**src/sv/ptt_pkg.sv**
```systemverilog
`default_nettype none
// ----------------------------------------------------------------------------
// ptt_pkg
// Shared types, codes and defaults for the periodic timer table.
// ----------------------------------------------------------------------------
package ptt_pkg;

	// Default sizing of the table and of the id space.
	localparam int unsigned TIMER_SLOTS_DEF = 32;
	localparam int unsigned ID_LIMIT_DEF    = 65535;

	// Operation codes.
	localparam logic [1:0] OP_ADD    = 2'd0;
	localparam logic [1:0] OP_REMOVE = 2'd1;
	localparam logic [1:0] OP_ADV    = 2'd2;

	// Result kinds.
	localparam logic [2:0] K_ADDED   = 3'd0;
	localparam logic [2:0] K_FULL    = 3'd1;
	localparam logic [2:0] K_REMOVED = 3'd2;
	localparam logic [2:0] K_ABSENT  = 3'd3;
	localparam logic [2:0] K_FIRED   = 3'd4;
	localparam logic [2:0] K_DONE    = 3'd5;

	// Request and response transactions.
	typedef struct packed {
		logic [1:0]  op;
		logic [15:0] interval;
		logic [15:0] remove_id;
		logic [15:0] advance_ms;
	} req_t;

	typedef struct packed {
		logic [2:0]  kind;
		logic [15:0] tmr_id;
		logic [16:0] fire_count;
		logic        last;
	} rsp_t;

	// One table entry.
	typedef struct packed {
		logic [15:0] id;
		logic [15:0] interval;
		logic [15:0] elapsed;
	} slot_t;

	// Source of a table write.
	typedef enum logic [1:0] {
		WR_ADD,
		WR_SHIFT,
		WR_ADV
	} wr_sel_t;

	// Controller states.
	typedef enum logic [3:0] {
		S_IDLE,
		S_DECODE,
		S_ADD_RD,
		S_ADD_CMP,
		S_ADD_WR,
		S_RM_RD,
		S_RM_CMP,
		S_SH_RD,
		S_SH_WR,
		S_ADV_RD,
		S_ADV_LD,
		S_ADV_DIV,
		S_ADV_WB,
		S_ADV_FIRE,
		S_FINAL
	} state_t;

	// Commands from the controller to the datapath.
	typedef struct packed {
		logic        latch_in;
		logic        take_id;
		logic        tries_clr;
		logic        clr_idx;
		logic        inc_idx;
		logic        rd_en;
		logic        rd_next;
		logic        wr_en;
		wr_sel_t     wr_sel;
		logic        cnt_inc;
		logic        cnt_dec;
		logic        div_start;
		logic        emit;
		logic [2:0]  emit_kind;
		logic        emit_last;
	} cmd_t;

	// Status from the datapath to the controller.
	typedef struct packed {
		logic [1:0] op;
		logic       is_full;
		logic       at_end;
		logic       shift_end;
		logic       cand_match;
		logic       rid_match;
		logic       tries_last;
		logic       ms_zero;
		logic       div_done;
		logic       quot_nz;
		logic       out_free;
	} stat_t;

endpackage
`default_nettype wire

```
**src/sv/ptt_ctrl.sv**
```systemverilog
`default_nettype none
// ----------------------------------------------------------------------------
// ptt_ctrl
// Controller state machine that sequences add, remove and advance operations.
// ----------------------------------------------------------------------------
module ptt_ctrl
	import ptt_pkg::*;
(
	input  wire logic  clk,
	input  wire logic  arst_n,
	input  wire logic  req_valid,
	output logic       req_ready,
	input  wire stat_t st,
	output cmd_t       cmd
);

	state_t     state_q, state_d;
	logic [2:0] kind_q, kind_d;

	// State and pending final kind.
	always_ff @(posedge clk or negedge arst_n) begin
		if (!arst_n) begin
			state_q <= S_IDLE;
			kind_q  <= K_DONE;
		end else begin
			state_q <= state_d;
			kind_q  <= kind_d;
		end
	end

	// Next state and commands.
	always_comb begin
		state_d   = state_q;
		kind_d    = kind_q;
		cmd       = '0;
		cmd.wr_sel = WR_ADD;
		req_ready = 1'b0;
		unique case (state_q)
			S_IDLE: begin
				req_ready = 1'b1;
				if (req_valid) begin
					cmd.latch_in = 1'b1;
					state_d      = S_DECODE;
				end
			end
			S_DECODE: begin
				unique case (st.op)
					OP_ADD: begin
						if (st.is_full) begin
							kind_d  = K_FULL;
							state_d = S_FINAL;
						end else begin
							cmd.take_id   = 1'b1;
							cmd.tries_clr = 1'b1;
							cmd.clr_idx   = 1'b1;
							state_d       = S_ADD_RD;
						end
					end
					OP_REMOVE: begin
						cmd.clr_idx = 1'b1;
						state_d     = S_RM_RD;
					end
					OP_ADV: begin
						if (st.ms_zero) begin
							kind_d  = K_DONE;
							state_d = S_FINAL;
						end else begin
							cmd.clr_idx = 1'b1;
							state_d     = S_ADV_RD;
						end
					end
					default: state_d = S_IDLE;
				endcase
			end
			S_ADD_RD: begin
				if (st.at_end) begin
					state_d = S_ADD_WR;
				end else begin
					cmd.rd_en = 1'b1;
					state_d   = S_ADD_CMP;
				end
			end
			S_ADD_CMP: begin
				if (st.cand_match) begin
					// Candidate in use: draw the next id and rescan.
					cmd.take_id = 1'b1;
					cmd.clr_idx = 1'b1;
					if (st.tries_last) begin
						kind_d  = K_FULL;
						state_d = S_FINAL;
					end else begin
						state_d = S_ADD_RD;
					end
				end else begin
					cmd.inc_idx = 1'b1;
					state_d     = S_ADD_RD;
				end
			end
			S_ADD_WR: begin
				cmd.wr_en   = 1'b1;
				cmd.wr_sel  = WR_ADD;
				cmd.cnt_inc = 1'b1;
				kind_d      = K_ADDED;
				state_d     = S_FINAL;
			end
			S_RM_RD: begin
				if (st.at_end) begin
					kind_d  = K_ABSENT;
					state_d = S_FINAL;
				end else begin
					cmd.rd_en = 1'b1;
					state_d   = S_RM_CMP;
				end
			end
			S_RM_CMP: begin
				if (st.rid_match) begin
					state_d = S_SH_RD;
				end else begin
					cmd.inc_idx = 1'b1;
					state_d     = S_RM_RD;
				end
			end
			S_SH_RD: begin
				if (st.shift_end) begin
					cmd.cnt_dec = 1'b1;
					kind_d      = K_REMOVED;
					state_d     = S_FINAL;
				end else begin
					cmd.rd_en   = 1'b1;
					cmd.rd_next = 1'b1;
					state_d     = S_SH_WR;
				end
			end
			S_SH_WR: begin
				cmd.wr_en   = 1'b1;
				cmd.wr_sel  = WR_SHIFT;
				cmd.inc_idx = 1'b1;
				state_d     = S_SH_RD;
			end
			S_ADV_RD: begin
				if (st.at_end) begin
					kind_d  = K_DONE;
					state_d = S_FINAL;
				end else begin
					cmd.rd_en = 1'b1;
					state_d   = S_ADV_LD;
				end
			end
			S_ADV_LD: begin
				cmd.div_start = 1'b1;
				state_d       = S_ADV_DIV;
			end
			S_ADV_DIV: begin
				if (st.div_done) begin
					state_d = S_ADV_WB;
				end
			end
			S_ADV_WB: begin
				cmd.wr_en  = 1'b1;
				cmd.wr_sel = WR_ADV;
				if (st.quot_nz) begin
					state_d = S_ADV_FIRE;
				end else begin
					cmd.inc_idx = 1'b1;
					state_d     = S_ADV_RD;
				end
			end
			S_ADV_FIRE: begin
				if (st.out_free) begin
					cmd.emit      = 1'b1;
					cmd.emit_kind = K_FIRED;
					cmd.inc_idx   = 1'b1;
					state_d       = S_ADV_RD;
				end
			end
			S_FINAL: begin
				if (st.out_free) begin
					cmd.emit      = 1'b1;
					cmd.emit_kind = kind_q;
					cmd.emit_last = 1'b1;
					state_d       = S_IDLE;
				end
			end
			default: state_d = S_IDLE;
		endcase
	end

endmodule
`default_nettype wire

```
**src/sv/ptt_dp.sv**
```systemverilog
`default_nettype none
// ----------------------------------------------------------------------------
// ptt_dp
// Datapath: timer table memory, id allocator, serial divider, response register.
// ----------------------------------------------------------------------------
module ptt_dp
	import ptt_pkg::*;
#(
	parameter int unsigned TIMER_SLOTS = TIMER_SLOTS_DEF,
	parameter int unsigned ID_LIMIT    = ID_LIMIT_DEF
) (
	input  wire logic clk,
	input  wire logic arst_n,
	input  wire req_t req,
	input  wire logic rsp_ready,
	output logic      rsp_valid,
	output rsp_t      rsp,
	input  wire cmd_t cmd,
	output stat_t     st
);

	localparam int unsigned IW = (TIMER_SLOTS > 1) ? $clog2(TIMER_SLOTS) : 1;
	localparam int unsigned CW = $clog2(TIMER_SLOTS + 1);
	localparam logic [CW:0] SLOTS_C = (CW + 1)'(TIMER_SLOTS);
	localparam logic [15:0] LIMIT_C = 16'(ID_LIMIT);

	slot_t       slot_mem [TIMER_SLOTS];
	slot_t       rd_q;
	req_t        req_q;
	logic [CW-1:0] idx_q, count_q, tries_q;
	logic [15:0] next_id_q, cand_q;
	logic [15:0] per_q;
	logic [16:0] rem_q, quot_q;
	logic [4:0]  div_cnt_q;
	rsp_t        rsp_q;
	logic        rsp_valid_q;

	logic [CW-1:0] idx_inc;
	logic [IW-1:0] rd_addr, wr_addr;
	slot_t         wr_data;
	logic [15:0]   id_pick;
	logic [16:0]   shl, e_sum;
	logic          ge;

	assign idx_inc = idx_q + CW'(1);
	assign id_pick = (next_id_q >= LIMIT_C) ? 16'd1 : next_id_q;

	// Held request.
	always_ff @(posedge clk) begin
		if (cmd.latch_in) begin
			req_q <= req;
		end
	end

	// Index, count, tries and id allocation.
	always_ff @(posedge clk or negedge arst_n) begin
		if (!arst_n) begin
			idx_q     <= '0;
			count_q   <= '0;
			tries_q   <= '0;
			next_id_q <= 16'd1;
			cand_q    <= '0;
		end else begin
			if (cmd.clr_idx) begin
				idx_q <= '0;
			end else if (cmd.inc_idx) begin
				idx_q <= idx_inc;
			end
			if (cmd.cnt_inc) begin
				count_q <= count_q + CW'(1);
			end else if (cmd.cnt_dec) begin
				count_q <= count_q - CW'(1);
			end
			if (cmd.tries_clr) begin
				tries_q <= '0;
			end else if (cmd.take_id) begin
				tries_q <= tries_q + CW'(1);
			end
			if (cmd.take_id) begin
				cand_q    <= id_pick;
				next_id_q <= id_pick + 16'd1;
			end
		end
	end

	// Table memory with registered read.
	assign rd_addr = cmd.rd_next ? idx_inc[IW-1:0] : idx_q[IW-1:0];

	always_comb begin
		wr_addr = idx_q[IW-1:0];
		wr_data = rd_q;
		unique case (cmd.wr_sel)
			WR_ADD: begin
				wr_addr = count_q[IW-1:0];
				wr_data = '{id: cand_q,
					interval: (req_q.interval == 16'd0) ? 16'd1 : req_q.interval,
					elapsed: 16'd0};
			end
			WR_SHIFT: wr_data = rd_q;
			WR_ADV:   wr_data = '{id: rd_q.id, interval: rd_q.interval,
				elapsed: rem_q[15:0]};
			default:  wr_data = rd_q;
		endcase
	end

	always_ff @(posedge clk) begin
		if (cmd.wr_en) begin
			slot_mem[wr_addr] <= wr_data;
		end
		if (cmd.rd_en) begin
			rd_q <= slot_mem[rd_addr];
		end
	end

	// Restoring divider, one quotient bit per cycle.
	assign e_sum = {1'b0, rd_q.elapsed} + {1'b0, req_q.advance_ms};
	assign shl   = {rem_q[15:0], quot_q[16]};
	assign ge    = shl >= {1'b0, per_q};

	always_ff @(posedge clk or negedge arst_n) begin
		if (!arst_n) begin
			div_cnt_q <= '0;
		end else if (cmd.div_start) begin
			div_cnt_q <= 5'd17;
		end else if (div_cnt_q != 5'd0) begin
			div_cnt_q <= div_cnt_q - 5'd1;
		end
	end

	always_ff @(posedge clk) begin
		if (cmd.div_start) begin
			per_q  <= (rd_q.interval == 16'd0) ? 16'd1 : rd_q.interval;
			rem_q  <= '0;
			quot_q <= e_sum;
		end else if (div_cnt_q != 5'd0) begin
			rem_q  <= ge ? (shl - {1'b0, per_q}) : shl;
			quot_q <= {quot_q[15:0], ge};
		end
	end

	// Response register.
	always_ff @(posedge clk or negedge arst_n) begin
		if (!arst_n) begin
			rsp_valid_q <= 1'b0;
		end else if (cmd.emit) begin
			rsp_valid_q <= 1'b1;
		end else if (rsp_ready) begin
			rsp_valid_q <= 1'b0;
		end
	end

	always_ff @(posedge clk) begin
		if (cmd.emit) begin
			rsp_q.kind       <= cmd.emit_kind;
			rsp_q.last       <= cmd.emit_last;
			rsp_q.fire_count <= (cmd.emit_kind == K_FIRED) ? quot_q : 17'd0;
			priority if (cmd.emit_kind == K_ADDED) begin
				rsp_q.tmr_id <= cand_q;
			end else if (cmd.emit_kind == K_REMOVED || cmd.emit_kind == K_ABSENT) begin
				rsp_q.tmr_id <= req_q.remove_id;
			end else if (cmd.emit_kind == K_FIRED) begin
				rsp_q.tmr_id <= rd_q.id;
			end else begin
				rsp_q.tmr_id <= 16'd0;
			end
		end
	end

	assign rsp_valid = rsp_valid_q;
	assign rsp       = rsp_q;

	// Status to the controller.
	always_comb begin
		st.op         = req_q.op;
		st.is_full    = {1'b0, count_q} >= SLOTS_C;
		st.at_end     = idx_q == count_q;
		st.shift_end  = idx_inc == count_q;
		st.cand_match = rd_q.id == cand_q;
		st.rid_match  = rd_q.id == req_q.remove_id;
		st.tries_last = {1'b0, tries_q} + (CW + 1)'(1) == SLOTS_C;
		st.ms_zero    = req_q.advance_ms == 16'd0;
		st.div_done   = div_cnt_q == 5'd0;
		st.quot_nz    = quot_q != 17'd0;
		st.out_free   = !rsp_valid_q || rsp_ready;
	end

endmodule
`default_nettype wire

```
**src/sv/periodic_timer_table_core.sv**
```systemverilog
`default_nettype none
// ----------------------------------------------------------------------------
// periodic_timer_table_core
// Table of periodic timers with add, remove and advance operations.
// ----------------------------------------------------------------------------
// Usage: a request transaction (req_valid/req_ready, payload req) carries an
// add, remove or advance operation. Results leave on the response channel
// (rsp_valid/rsp_ready, payload rsp); the final result of a request has last
// set. Add and remove give one result; advance gives one fired result per due
// timer in table order, then a done result. Op code 3 is dropped silently.
// One request is processed at a time; req_ready is high only while idle.
// Remove walks the table entry by entry, then shifts each later entry down
// one slot; add scans the whole table for every candidate id; advance reads
// each timer and runs the 17-step serial divider that forms the expiration
// count and remainder. The table memory has one read and one write port.
// Each result passes through the output register.
// Reset empties the table and restarts ids at 1. When the receiver stalls, the
// held response waits in its register and the controller pauses before its
// next result, so no result is lost.
// ----------------------------------------------------------------------------
module periodic_timer_table_core
	import ptt_pkg::*;
#(
	parameter int unsigned TIMER_SLOTS = TIMER_SLOTS_DEF,
	parameter int unsigned ID_LIMIT    = ID_LIMIT_DEF
) (
	input  wire logic clk,
	input  wire logic arst_n,
	input  wire logic req_valid,
	output logic      req_ready,
	input  wire req_t req,
	output logic      rsp_valid,
	input  wire logic rsp_ready,
	output rsp_t      rsp
);

	cmd_t  cmd;
	stat_t st;

	// Sequencing.
	ptt_ctrl u_ctrl (
		.clk       (clk),
		.arst_n    (arst_n),
		.req_valid (req_valid),
		.req_ready (req_ready),
		.st        (st),
		.cmd       (cmd)
	);

	// Storage and arithmetic.
	ptt_dp #(
		.TIMER_SLOTS (TIMER_SLOTS),
		.ID_LIMIT    (ID_LIMIT)
	) u_dp (
		.clk       (clk),
		.arst_n    (arst_n),
		.req       (req),
		.rsp_ready (rsp_ready),
		.rsp_valid (rsp_valid),
		.rsp       (rsp),
		.cmd       (cmd),
		.st        (st)
	);

endmodule
`default_nettype wire

```
**config.mk**
```make
export PLATFORM = sky130hd
export DESIGN_NAME = periodic_timer_table_core
export DESIGN_NICKNAME = d
export VERILOG_FILES = /design/src/sv/ptt_pkg.sv /design/src/sv/ptt_ctrl.sv /design/src/sv/ptt_dp.sv /design/src/sv/periodic_timer_table_core.sv
export SDC_FILE = /design/constraint.sdc
export NUM_CORES = 2
export LEC_CHECK = 0
export ABC_AREA = 1
export BUFFER_PORTS_ARGS = -buffer_cell sky130_fd_sc_hd__buf_2
export CAP_MARGIN = 20
export CORE_MARGIN = 2
export CORE_UTILIZATION = 30
export CTS_CLUSTER_DIAMETER = 120
export DETAILED_ROUTE_END_ITERATION = 12
export GPL_TIMING_DRIVEN = 0
export HOLD_SLACK_MARGIN = 0.05
export MAX_ROUTING_LAYER = met4
export SYNTH_ARGS = -nofsm -noshare
export SYNTH_HDL_FRONTEND = slang
export SYNTH_SLANG_ARGS = --single-unit
```
**constraint.sdc**
```tcl
create_clock -name clk -period 6.33 [get_ports clk]
set_input_delay 1.266 -clock clk [delete_from_list [all_inputs] [get_ports clk]]
set_output_delay 1.266 -clock clk [all_outputs]
set_load 0.02 [all_outputs]
```
==> flow_summary.yaml <==
clock_tree:
  clkTransAtPathRegs_ps: 60
  clk_latency_ps: 850
  cts_tree: "done"
  ctsHtreeMaxLevel: 4
  cts_root_buffer: "clkbuf_16"
  clock-sinks: 1783
  numCtsBuffers: 181
  cts_hold_buf: 0
  clockBufferDepth: 3
  cts_setup_buffers: 0
  post_cts_resized: 0
run:
  maxCapViolCount: 0
logic_synthesis:
  synth_edf_count: 1704
  synth_area_leaders: "edfxtp_1, nand3_1, inv_1"
  syn_nets: 8045
  yosysUniqueCellTypes: 47
  synth-seq-cells: 1783
  dominantRegCellSynth: "edfxtp_1"
  ys_seq_area_share_pct: 66.2
  syn-cell-area_sq_um: 80200
  yosysWarnings: 0
  syn_avg_cell_area_sq_um: 10.1
  netlist.area_leader.share_pct: 63.8
  syn_inst: 7947
  synth-async-reset-ratio_pct: 3.53
  synth.largest_area_cell: "edfxtp_1"
timing:
  post-route-period-util_pct: 85.3
  max-slew-margin-rel_pct: 18.0
  hold_viol_final: 0
  setup_ws_ps: 929
  tns_ps: 0
  setup_viol: 0
  fmax_mhz: 185
  period_minus_slack_ps: 5400
  rsz0062_at_grt: "no"
  finalMaxSlewViolations: 0
  worstMarginPinSlew_ps: 1230
  fin_skew_ps: 48.0
critical_path:
  crit_path_max_fanout: 10
  cp-end-kind: "flip-flop"
  slowest_delay_ps: 790
  worstPathCellList: "nor2_1, inv_1, nor2_1, nand3_1, nand2_1, buf_2, clkbuf_1, nand2_1, nand3_1, nand3_1, nand3_1, nand2_1, nand2_1, nand2_1"
  crit_slowest_cell: "clkbuf_1"
  start_kind: "flip-flop"
  critical_path_class: "flip-flop to flip-flop"
  critPathMostFrequentCell: "nand2_1"
  arrival_ps: 5930
  required_ps: 6860
layout:
  layout-drive-gt1-share_pct: 8.82
  fill_cells: 26100
  fin_nets: 8427
  synthToLayoutAreaGrowth_pct: 16.6
  instances_no_fill: 12000
detailed_routing:
  vias: 59300
  drtPass1Iterations: 6
  detail_route.wl_per_cell_um: 22.6
  drtAntennaViolNets: 0
  route.detailed.drc: 0
  viasPerCell: 4.92
  wirelength_um: 272000
  initialDrtViolationCount: 7733
global_routing:
  grt_max_degree: 60
  antenna_found_initial: 20
  grt_use_total_pct: 20.1
  first_global_vias: 55700
  grt_pass1_wl_um: 386000
  grt_overflow: 0
placed_design:
  place_inst: 11700
  gp_congestion: 0.969
  port_buffers: 92
  dp_slack_ps: 1260
  hpwl_um: 189000
die:
  core_sq_um: 266000
  io_pins: 93
  die_w_um: 521
  fp-row-count: 189
  dieArea_sq_um: 271000
  die_h_um: 521
  start_util_pct: 30.2
power_and_ir_drop:
  p_leak_nw: 39.5
  power_density_nw_per_um2: 466
  max-vdd-ir-drop_v: 0.000285
  power.total_mw: 43.5
run_status:
  status: "completed"
worst_hold_path:
  holdCritPathClass: "primary input to asynchronous set/reset pin"
worst max-delay path: cells and delay by family, from the launching register on:
family / cells / cell delay (ps)
buf+inv: 3 / 1640
flops: 1 / 530
simple gates: 11 / 2920
cell usage after synthesis (all sizes together) (5+ instances only):
cell type,number
inv,1726
nand4,16
xnor2,29
clkbuf,171
mux2,15
nor4,21
xor2,47
o221ai,17
nand3,1747
ha,41
o22ai,19
dfxtp,16
nor3,17
edfxtp,1704
nand2,1714
a31oi,5
a21oi,37
dfrtp,60
nor2,151
buf,236
o21ai,113
cells in the final DEF (no fill, tap or decap), types with 14 or more instances in the layout:
cell type  instances
nand3_1         1746
inv_1           1722
nand2_1         1712
edfxtp_1        1704
buf_2            291
clkbuf_1         213
clkbuf_16        185
nor2_1           116
buf_12            80
o21ai_0           78
dfrtp_1           60
xor2_1            47
clkinv_1          45
ha_1              41
a21oi_1           36
nor2_4            34
buf_1             32
diode_2           30
xnor2_1           29
clkinv_2          28
nor4_1            21
o21ai_4           21
o22ai_1           19
nor3_1            17
o221ai_1          17
nand4_1           16
dfxtp_1           16
mux2_2            15
buf_8             14
path summary, 6_finish.rpt:
path | end | startpoint | cells after the start | slack (ps)
max in group asynchronous | u_ctrl.kind_q[0] | arst_n | 2 | 5490
worst min-delay path | u_dp.next_id_q[4] | arst_n | 1 | 250
worst min register to register | u_ctrl.kind_q[0] | u_ctrl.kind_q[0] | 2 | 480
min in group clk | u_ctrl.kind_q[0] | u_ctrl.kind_q[0] | 2 | 480
worst max register to register | u_dp.rd_q[40] | u_ctrl.state_q[3] | 14 | 930
worst max-delay path | u_dp.rd_q[40] | u_ctrl.state_q[3] | 14 | 930
cell type report:
class,instances,area [sq um],share of cell area [%]
tap,3533,4420,4.73
buffer,407,1800,1.92
inverter,1727,6480,6.93
multi-input combinational,4030,19400,20.7
timing repair buffer,199,2620,2.80
antenna,30,75.1,0.0803
sequential,1783,53100,56.8
clock inverter,96,827,0.884
clock buffer,234,4840,5.18
power by group:
group	total (mW)	switching [mW]	internal [mW]
Clock	10.5	4.67	5.81
Sequential	15.3	0.648	14.7
Combinational	17.8	13.3	4.47
metrics by stage:
| step | hold slack (ps) | instance area, sq um | utilization [%] |
|---|---|---|---|
| finish | 247 | 93500 | 35.2 |
| global route | 217 | 93500 | 35.2 |
| detailed placement | 468 | 87800 | 33.0 |
| floorplan | 448 | 80200 | - |
| CTS | 197 | 93400 | 35.2 |
| global placement | 460 | 85100 | 32.0 |
state kept, by name (all words and copies together), names as in the netlist, 5 cells and up:
| signal | flops |
|---|---|
| u_dp.slot_mem | 1536 |
| u_dp.rd_q | 48 |
| u_dp.req_q | 48 |
| u_dp.rsp | 37 |
| u_dp.quot_q | 17 |
| u_dp.cand_q | 16 |
| u_dp.next_id_q | 16 |
| u_dp.per_q | 16 |
| u_dp.rem_q | 16 |
| u_dp.count_q | 6 |
| u_dp.idx_q | 6 |
| u_dp.tries_q | 6 |
| u_dp.div_cnt_q | 5 |
cells by family after synthesis:
group / share of synthesized area [%]
buf+inv: 10.3
flops: 66.2
fa+ha+maj: 0.715
simple gates: 20.1
xor+xnor: 0.830
mux: 0.211
compound gates: 1.62
metal layers:
metal  track usage (%)  part of all wire, %  vias to the layer above
li1                  -                    -                    26700
met1              25.8                   39                    28400
met2              30.4                   44                     3467
met3              4.93                   12                      623
met4              8.34                  4.4                        0
met5                 -                    0                        -
Power figures use the tool's default switching activity.
